==> src/wfts_pkg.sv <==
package wfts_pkg;

  localparam int unsigned MAX_TASKS_DEF   = 16;
  localparam int unsigned SHARE_SHIFT_DEF = 12;
  localparam int unsigned TICK_BITS_DEF   = 32;

  typedef enum logic [1:0] {
    CMD_TICK    = 2'd0,
    CMD_ADD     = 2'd1,
    CMD_BLOCK   = 2'd2,
    CMD_UNBLOCK = 2'd3
  } cmd_t;

  typedef enum logic [1:0] {
    ST_OK       = 2'd0,
    ST_FULL     = 2'd1,
    ST_DEADLOCK = 2'd2
  } status_t;

  typedef enum logic [3:0] {
    S_IDLE,
    S_CHAIN,
    S_PASS,
    S_SCAN,
    S_MUL,
    S_DIV,
    S_CMP,
    S_DONE
  } fsm_t;

  typedef struct packed {
    logic [1:0] cmd;
    logic [3:0] task_id;
    logic [3:0] wait_target;
    logic       wait_on_kernel;
    logic [7:0] weight;
  } in_item_t;

  typedef struct packed {
    logic [3:0] running_task;
    logic       running_valid;
    logic [3:0] assigned_task;
    logic [1:0] status;
  } out_item_t;

  typedef struct packed {
    logic load;
  } div_ctl_t;

endpackage

==> src/wfts_div.sv <==
module wfts_div #(
  parameter int unsigned W = 64
) (
  input  logic                 clk,
  input  logic                 rst,
  input  wfts_pkg::div_ctl_t   ctl_in,
  input  logic [W-1:0]         num,
  input  logic [W-1:0]         den,
  output logic [W-1:0]         quo,
  output logic                 done
);
  import wfts_pkg::*;

  localparam int unsigned CW = $clog2(W + 1);

  logic [W-1:0]  rem;
  logic [W-1:0]  q;
  logic [W-1:0]  d;
  logic [CW-1:0] cnt;
  logic          run;
  logic [W:0]    trial;

  assign trial = {rem, q[W-1]} - {1'b0, d};

  always_ff @(posedge clk) begin
    if (rst) begin
      run <= 1'b0;
      cnt <= '0;
    end else if (ctl_in.load) begin
      run <= 1'b1;
      cnt <= CW'(W);
    end else if (run) begin
      cnt <= cnt - 1'b1;
      if (cnt == CW'(1)) begin
        run <= 1'b0;
      end
    end
  end

  always_ff @(posedge clk) begin
    if (ctl_in.load) begin
      rem <= '0;
      q   <= num;
      d   <= den;
    end else if (run) begin
      if (!trial[W]) begin
        rem <= trial[W-1:0];
        q   <= {q[W-2:0], 1'b1};
      end else begin
        rem <= {rem[W-2:0], q[W-1]};
        q   <= {q[W-2:0], 1'b0};
      end
    end
  end

  assign quo  = q;
  assign done = run && (cnt == CW'(1));
endmodule

==> src/weighted_fair_task_scheduler.sv <==
// a tick passes through the pass, scan and done states; a block first walks the wait chain
//   the scan steps over unused or blocked slots and, for each live task that has run, multiplies,
//   loads the shared serial divider, divides and compares
// add and unblock go straight to the done state; one item at a time, busy high meanwhile
// result strobes for one cycle and cannot be stalled
// reset (rst, synchronous, active high) clears the task table, the tick counters, the state and the running task
module weighted_fair_task_scheduler #(
  parameter int unsigned MAX_TASKS   = wfts_pkg::MAX_TASKS_DEF,
  parameter int unsigned SHARE_SHIFT = wfts_pkg::SHARE_SHIFT_DEF,
  parameter int unsigned TICK_BITS   = wfts_pkg::TICK_BITS_DEF
) (
  input  logic                 clk,
  input  logic                 rst,
  input  logic                 start,
  input  wfts_pkg::in_item_t   in_item,
  output logic                 busy,
  output logic                 strobe,
  output wfts_pkg::out_item_t  out_item
);
  import wfts_pkg::*;

  localparam int unsigned IW = $clog2(MAX_TASKS);
  localparam int unsigned CW = $clog2(MAX_TASKS + 1);
  localparam int unsigned DW = 64;
  localparam int unsigned PW = TICK_BITS + 9;

  logic                 slot_used    [MAX_TASKS];
  logic                 slot_blocked [MAX_TASKS];
  logic [3:0]           waits_for    [MAX_TASKS];
  logic                 waits_kernel [MAX_TASKS];
  logic [7:0]           task_weight  [MAX_TASKS];
  logic [TICK_BITS-1:0] run_ticks    [MAX_TASKS];
  logic [TICK_BITS-1:0] start_tick   [MAX_TASKS];
  logic [TICK_BITS-1:0] now_ticks;
  logic [IW-1:0]        highest_slot;
  logic [IW-1:0]        current_task;
  logic                 current_valid;

  fsm_t          state, state_next;
  in_item_t      item;
  logic [1:0]    stat;
  logic [IW-1:0] assigned;
  logic [IW-1:0] idx;
  logic [CW-1:0] steps;
  logic [3:0]    chain_p;
  logic [IW-1:0] pick;
  logic          found;
  logic [DW-1:0] best;
  logic [DW-1:0] den;
  logic [DW-1:0] num;
  logic [DW-1:0] quo;
  logic          div_done;
  div_ctl_t      dctl;

  logic          free_hit;
  logic [IW-1:0] free_idx;
  logic          id_ok;
  logic [IW-1:0] p_ix;
  logic [TICK_BITS:0] elapsed;
  logic [PW-1:0] prod;
  logic [DW+SHARE_SHIFT-1:0] num_wide;

  always_comb begin
    free_hit = 1'b0;
    free_idx = '0;
    for (int i = MAX_TASKS - 1; i >= 0; i--) begin
      if (!slot_used[i]) begin
        free_hit = 1'b1;
        free_idx = IW'(i);
      end
    end
  end

  assign id_ok   = 32'(item.task_id) < MAX_TASKS;
  assign p_ix    = IW'(chain_p);
  assign elapsed = {1'b0, now_ticks - start_tick[idx]} + 1'b1;
  assign num_wide = {{(DW+SHARE_SHIFT-TICK_BITS){1'b0}}, run_ticks[idx]} << SHARE_SHIFT;
  assign den = DW'(prod);
  assign num = num_wide[DW-1:0];

  wfts_div #(.W(DW)) u_div (
    .clk    (clk),
    .rst    (rst),
    .ctl_in (dctl),
    .num    (num),
    .den    (den),
    .quo    (quo),
    .done   (div_done)
  );

  always_ff @(posedge clk) begin
    if (rst) begin
      state <= S_IDLE;
    end else begin
      state <= state_next;
    end
  end

  always_comb begin
    state_next = state;
    dctl.load  = 1'b0;
    unique case (state)
      S_IDLE: begin
        if (start) begin
          priority case (in_item.cmd)
            CMD_TICK:  state_next = S_PASS;
            CMD_BLOCK: state_next = S_CHAIN;
            default:   state_next = S_DONE;
          endcase
        end
      end
      S_CHAIN: begin
        if (!slot_blocked[p_ix] || waits_kernel[p_ix] || steps == CW'(MAX_TASKS) ||
            32'(waits_for[p_ix]) >= MAX_TASKS || waits_for[p_ix] == item.task_id) begin
          state_next = S_PASS;
        end
      end
      S_PASS: state_next = S_SCAN;
      S_SCAN: begin
        if (idx > highest_slot) begin
          state_next = S_DONE;
        end else if (slot_used[idx] && !slot_blocked[idx]) begin
          state_next = (run_ticks[idx] == '0) ? S_DONE : S_MUL;
        end else if (idx == IW'(MAX_TASKS - 1)) begin
          state_next = S_DONE;
        end
      end
      S_MUL: begin
        dctl.load  = 1'b1;
        state_next = S_DIV;
      end
      S_DIV: if (div_done) state_next = S_CMP;
      S_CMP: state_next = (idx == IW'(MAX_TASKS - 1)) ? S_DONE : S_SCAN;
      S_DONE: state_next = S_IDLE;
      default: state_next = S_IDLE;
    endcase
  end

  always_ff @(posedge clk) begin
    if (rst) begin
      for (int i = 0; i < MAX_TASKS; i++) begin
        slot_used[i]    <= 1'b0;
        slot_blocked[i] <= 1'b0;
        waits_for[i]    <= '0;
        waits_kernel[i] <= 1'b0;
        task_weight[i]  <= '0;
        run_ticks[i]    <= '0;
        start_tick[i]   <= '0;
      end
      now_ticks     <= '0;
      highest_slot  <= '0;
      current_task  <= '0;
      current_valid <= 1'b0;
      strobe        <= 1'b0;
      found         <= 1'b0;
    end else begin
      strobe <= 1'b0;
      unique case (state)
        S_IDLE: begin
          if (start) begin
            item     <= in_item;
            stat     <= ST_OK;
            assigned <= '0;
            chain_p  <= in_item.task_id;
            steps    <= '0;
            if (in_item.cmd == CMD_ADD) begin
              if (free_hit) begin
                slot_used[free_idx]    <= 1'b1;
                slot_blocked[free_idx] <= 1'b0;
                waits_for[free_idx]    <= '0;
                waits_kernel[free_idx] <= 1'b0;
                task_weight[free_idx]  <= (in_item.weight == '0) ? 8'd1 : in_item.weight;
                run_ticks[free_idx]    <= '0;
                start_tick[free_idx]   <= '0;
                if (highest_slot < free_idx) highest_slot <= free_idx;
                assigned <= free_idx;
              end else begin
                stat <= ST_FULL;
              end
            end else if (in_item.cmd == CMD_UNBLOCK) begin
              if (32'(in_item.task_id) < MAX_TASKS)
                slot_blocked[IW'(in_item.task_id)] <= 1'b0;
            end else if (in_item.cmd == CMD_BLOCK) begin
              if (32'(in_item.task_id) < MAX_TASKS) begin
                slot_blocked[IW'(in_item.task_id)] <= 1'b1;
                waits_for[IW'(in_item.task_id)]    <= in_item.wait_target;
                waits_kernel[IW'(in_item.task_id)] <= in_item.wait_on_kernel;
              end
            end
          end
        end
        S_CHAIN: begin
          steps   <= steps + 1'b1;
          chain_p <= waits_for[p_ix];
          if (!id_ok) begin
            steps <= CW'(MAX_TASKS);
          end else if (slot_blocked[p_ix] && !waits_kernel[p_ix] &&
                       steps != CW'(MAX_TASKS) && 32'(waits_for[p_ix]) < MAX_TASKS &&
                       waits_for[p_ix] == item.task_id) begin
            stat <= ST_DEADLOCK;
          end
        end
        S_PASS: begin
          now_ticks <= now_ticks + 1'b1;
          if (current_valid) run_ticks[current_task] <= run_ticks[current_task] + 1'b1;
          idx   <= '0;
          found <= 1'b0;
        end
        S_SCAN: begin
          if (idx <= highest_slot) begin
            if (slot_used[idx] && !slot_blocked[idx]) begin
              if (run_ticks[idx] == '0) begin
                start_tick[idx] <= now_ticks;
                pick  <= idx;
                found <= 1'b1;
              end else begin
                prod <= PW'(elapsed) * PW'(task_weight[idx]);
              end
            end else begin
              idx <= idx + 1'b1;
              if (idx == IW'(MAX_TASKS - 1)) idx <= highest_slot + 1'b1;
            end
          end
        end
        S_MUL: ;
        S_DIV: ;
        S_CMP: begin
          if (!found || quo < best) begin
            best  <= quo;
            pick  <= idx;
            found <= 1'b1;
          end
          idx <= idx + 1'b1;
        end
        S_DONE: begin
          strobe <= 1'b1;
          if (found && (item.cmd == CMD_TICK || item.cmd == CMD_BLOCK)) begin
            current_task  <= pick;
            current_valid <= 1'b1;
          end
          found <= 1'b0;
        end
        default: ;
      endcase
    end
  end

  assign busy = (state != S_IDLE);

  always_comb begin
    out_item.running_task  = 4'(current_task);
    out_item.running_valid = current_valid;
    out_item.assigned_task = 4'(assigned);
    out_item.status        = stat;
  end

  assert property (@(posedge clk) disable iff (rst) (start && !busy) |=> busy)
    else $error("item accepted without going busy");
  assert property (@(posedge clk) disable iff (rst) strobe |-> !busy)
    else $error("result strobe while busy");
  assert property (@(posedge clk) disable iff (rst) strobe |=> !strobe)
    else $error("result strobe longer than one cycle");
  assert property (@(posedge clk) disable iff (rst) $fell(current_valid) |-> 1'b0)
    else $error("running valid dropped");
endmodule
==> config.mk <==
export PLATFORM = sky130hd
export DESIGN_NAME = weighted_fair_task_scheduler
export DESIGN_NICKNAME = d
export VERILOG_FILES = /design/src/wfts_pkg.sv /design/src/wfts_div.sv /design/src/weighted_fair_task_scheduler.sv
export SDC_FILE = /design/constraint.sdc
export NUM_CORES = 2
export LEC_CHECK = 0
export BUFFER_PORTS_ARGS = -buffer_cell sky130_fd_sc_hd__buf_2
export CORE_UTILIZATION = 60
export CTS_BUF_LIST = sky130_fd_sc_hd__clkbuf_16
export DETAILED_ROUTE_END_ITERATION = 16
export GPL_TIMING_DRIVEN = 1
export PLACE_DENSITY_LB_ADDON = 0.2
export SYNTH_ARGS = -nofsm -noshare
export SYNTH_HDL_FRONTEND = slang
export SYNTH_HIERARCHICAL = 1
export SYNTH_SLANG_ARGS = --single-unit
export TNS_END_PERCENT = 5
==> constraint.sdc <==
create_clock -name clk -period 14.91 [get_ports clk]
set_input_delay 0.7455 -clock clk [delete_from_list [all_inputs] [get_ports clk]]
set_output_delay 0.7455 -clock clk [all_outputs]
set_load 0.05 [all_outputs]
==> out/metrics.csv <==
metric;value;unit
crit_type;reg2reg;
clk_pin_slew;0.06;ns
root_buffer;clkbuf_16;
first_pass_iters;6;
maxSlewHeadroom;11.6;%
die_x;391;um
syn2layout_area_growth;8.81;%
start_kind;register;
finalCritPeriodShare;75.7;%
place.gp.congestion;0.897;
fmax;88.6;MHz
clk_latency;0.82;ns
fin_nets;7692;
ctsHoldBuffers;0;
outcome;completed;
m1WireLength;89500;um
postCtsSetupRepairBufs;0;
ys.flop_type;edfxtp_1;
routed.top_layer;met5;
timing.critical_path.arrival;11.91;ns
numCtsBuffers;171;
post_cts_resized;0;
tns;0;ns
place_area;93100;um^2
critPathMaxFanout;89;
critPathMaxStageDelay;0.77;ns
tightest_slew;1.29;ns
wl_met2;112000;um
seq_area_frac_synth;53.2;%
synth_edf_count;1509;
die_y;391;um
ys_warn_count;6;
worst_path_most_repeated_cell;fa_1;
netlist_area;90700;um^2
grt.total_usage;31.4;%
ys_seq_elements;1655;
routed-wl-met3;28500;um
cp.required;15.53;ns
drive_gt1_share;15.2;%
post_synth_inst_count;7293;
cp.buffers_inverters;4;
cts_buffer_depth;3;
cts_sinks;1655;
grt_first_pass_wirelength;360000;um
routed_wirelength;238000;um
core_area;150000;um^2
endpoint_kind;register;
drv_slew;0;
die-area;153000;um^2
max-cap-violations;0;
antenna_found_initial;9;
drt_iter0_drc;7318;
ios;35;
cts_tree;yes;
async_flop_share;0;%
grt-ovfl-total;0;
final-hold-violation-count;0;
synth_cell_types;95;
drc;0;
wl_per_cell;25.3;um
vias;60500;
vias_per_cell;6.43;
grt_pass1_vias;60300;
finalSetupViolCount;0;
crit_family;compound AO/OA/AOI/OAI gates;
n_fill_cell;11000;
rows;142;
ant_nets;0;
initial_core_util;60.5;%
fin_crit;11.29;ns
portBuffers;34;
slowest_stage;dfxtp_4;
grt_max_degree;148;
hp-class;in2reg;
clock_skew;0.0605;ns
h-tree-depth;4;
stdcell_area;98700;um^2
rsz0062_at_grt;false;
dp_hpwl;144000;um
syn_avg_cell_area;12.4;um^2
[synthesized netlist by cell type, types with 34 or more instances]
master	instances	area, um^2
buf_1	36	135
nor3_1	67	335
nand2_1	419	1570
buf_2	72	360
nand2b_1	78	488
a21o_1	107	803
mux2i_1	151	1510
dfxtp_1	146	2920
a211oi_1	86	646
mux2_2	93	1050
mux4_2	505	11400
xor2_1	99	867
nor2b_1	45	282
ha_1	235	2940
a21oi_1	182	911
xnor2_1	114	998
fa_1	188	3760
and2_1	144	901
nand3_1	77	385
nor2_1	1544	5800
inv_1	444	1670
nand4_1	53	332
edfxtp_1	1509	45300
clkbuf_1	317	1190
and3_1	34	213
o21ai_0	136	681
[through the flow]
| step | setup WS, ns | util, % | hold WS, ns | instances |
|---|---|---|---|---|
| after floorplan | 3.86 | - | 0.400 | 7347 |
| after global placement | 3.89 | 62.1 | 0.401 | 9090 |
| after detailed placement | 3.68 | 62.1 | 0.405 | 9090 |
| after CTS | 3.66 | 65.8 | 0.191 | 9408 |
| after global routing | 2.79 | 65.8 | 0.215 | 9408 |
| final | 3.62 | 65.8 | 0.240 | 9410 |
[cell type report]
cell class | count | area [um^2] | area share (%)
inverters | 447 | 1680 | 1.70
well taps | 2016 | 2520 | 2.56
multi-input cells | 4803 | 39400 | 40.0
clock buffers | 175 | 4380 | 4.44
diodes | 2 | 5.00 | 0.00507
flip-flops and latches | 1655 | 48300 | 48.9
repair buffers | 169 | 1230 | 1.25
clock inverters | 143 | 1150 | 1.17
[worst paths after layout]
check | start | to | slack, ns | cells after the start
min reg2reg | prod[3] | u_div/d[3] | 0.40 | 0
max | register | prod[39] | 3.62 | 33
min | in_item[17] | item[17] | 0.24 | 1
max reg2reg | register | prod[39] | 3.62 | 33
[state kept, by name, indices dropped and copies added, names as in the netlist, 5 cells and up, named ones only]
signal,cells
best,64
item,5
now_ticks,32
prod,41
run_ticks,512
slot_blocked,16
slot_used,16
start_tick,512
steps,5
task_weight,128
u_div/cnt,7
u_div/d,64
u_div/quo,64
u_div/rem,64
waits_for,64
waits_kernel,16
[metal layers]
layer,up-vias,track usage [%]
li1,26200,-
met1,30100,42.3
met2,3478,50.1
met3,621,7.35
met4,16,11.2
met5,-,0
[worst register-to-register path, delay by kind of cell, from the launching register on]
family,cells,cell delay (ns)
AND/OR/NAND/NOR,7,1.62
buffers and inverters,4,0.85
flip-flops,1,0.77
multiplexers,2,1.24
adder cells (fa/ha/maj),6,2.76
XOR/XNOR,1,0.53
AO/OA/AOI/OAI,13,3.34
[cells by family (layout without fill, tap and decap cells)]
group / after synthesis / in the layout / synth area share, %
other cells: 1 / 57 / 0.00414
compound gates: 775 / 775 / 5.67
fa+ha+maj: 423 / 423 / 7.39
simple gates: 2587 / 2587 / 12.4
flops: 1655 / 1655 / 53.2
buf+inv: 889 / 934 / 3.87
mux: 749 / 749 / 15.4
xor+xnor: 214 / 214 / 2.09
[cell usage in the layout (no fill, tap or decap), drive strengths merged, types with 14 or more instances in the layout]
cell type  Yosys  layout
o22ai         15      15
dfxtp        146     146
nand3         77      77
nor2b         46      46
edfxtp      1509    1509
xnor2        115     115
nand3b        17      17
mux2i        151     151
nand2b        78      78
buf          125     169
clkbuf       317     175
o21ai        157     157
nor2        1544    1544
and3          34      34
or3           23      23
o211ai        27      27
nor4          21      21
ha           235     235
o32ai         14      14
a21o         107     107
fa           188     188
nor3b         14      14
xor2          99      99
mux4         505     505
nor3          67      67
conb           1      55
or2           22      22
o21bai        20      20
nand4         54      54
clkinv         2      87
and2         145     145
mux2          93      93
a211oi        87      87
a21oi        186     186
o31ai         14      14
nand2        419     419
o21a          26      26
inv          445     484
a31oi         27      27
Power is left out: the tool's default activity adds up to more than one toggle a clock period on the data nets, which glitch-free logic cannot reach.
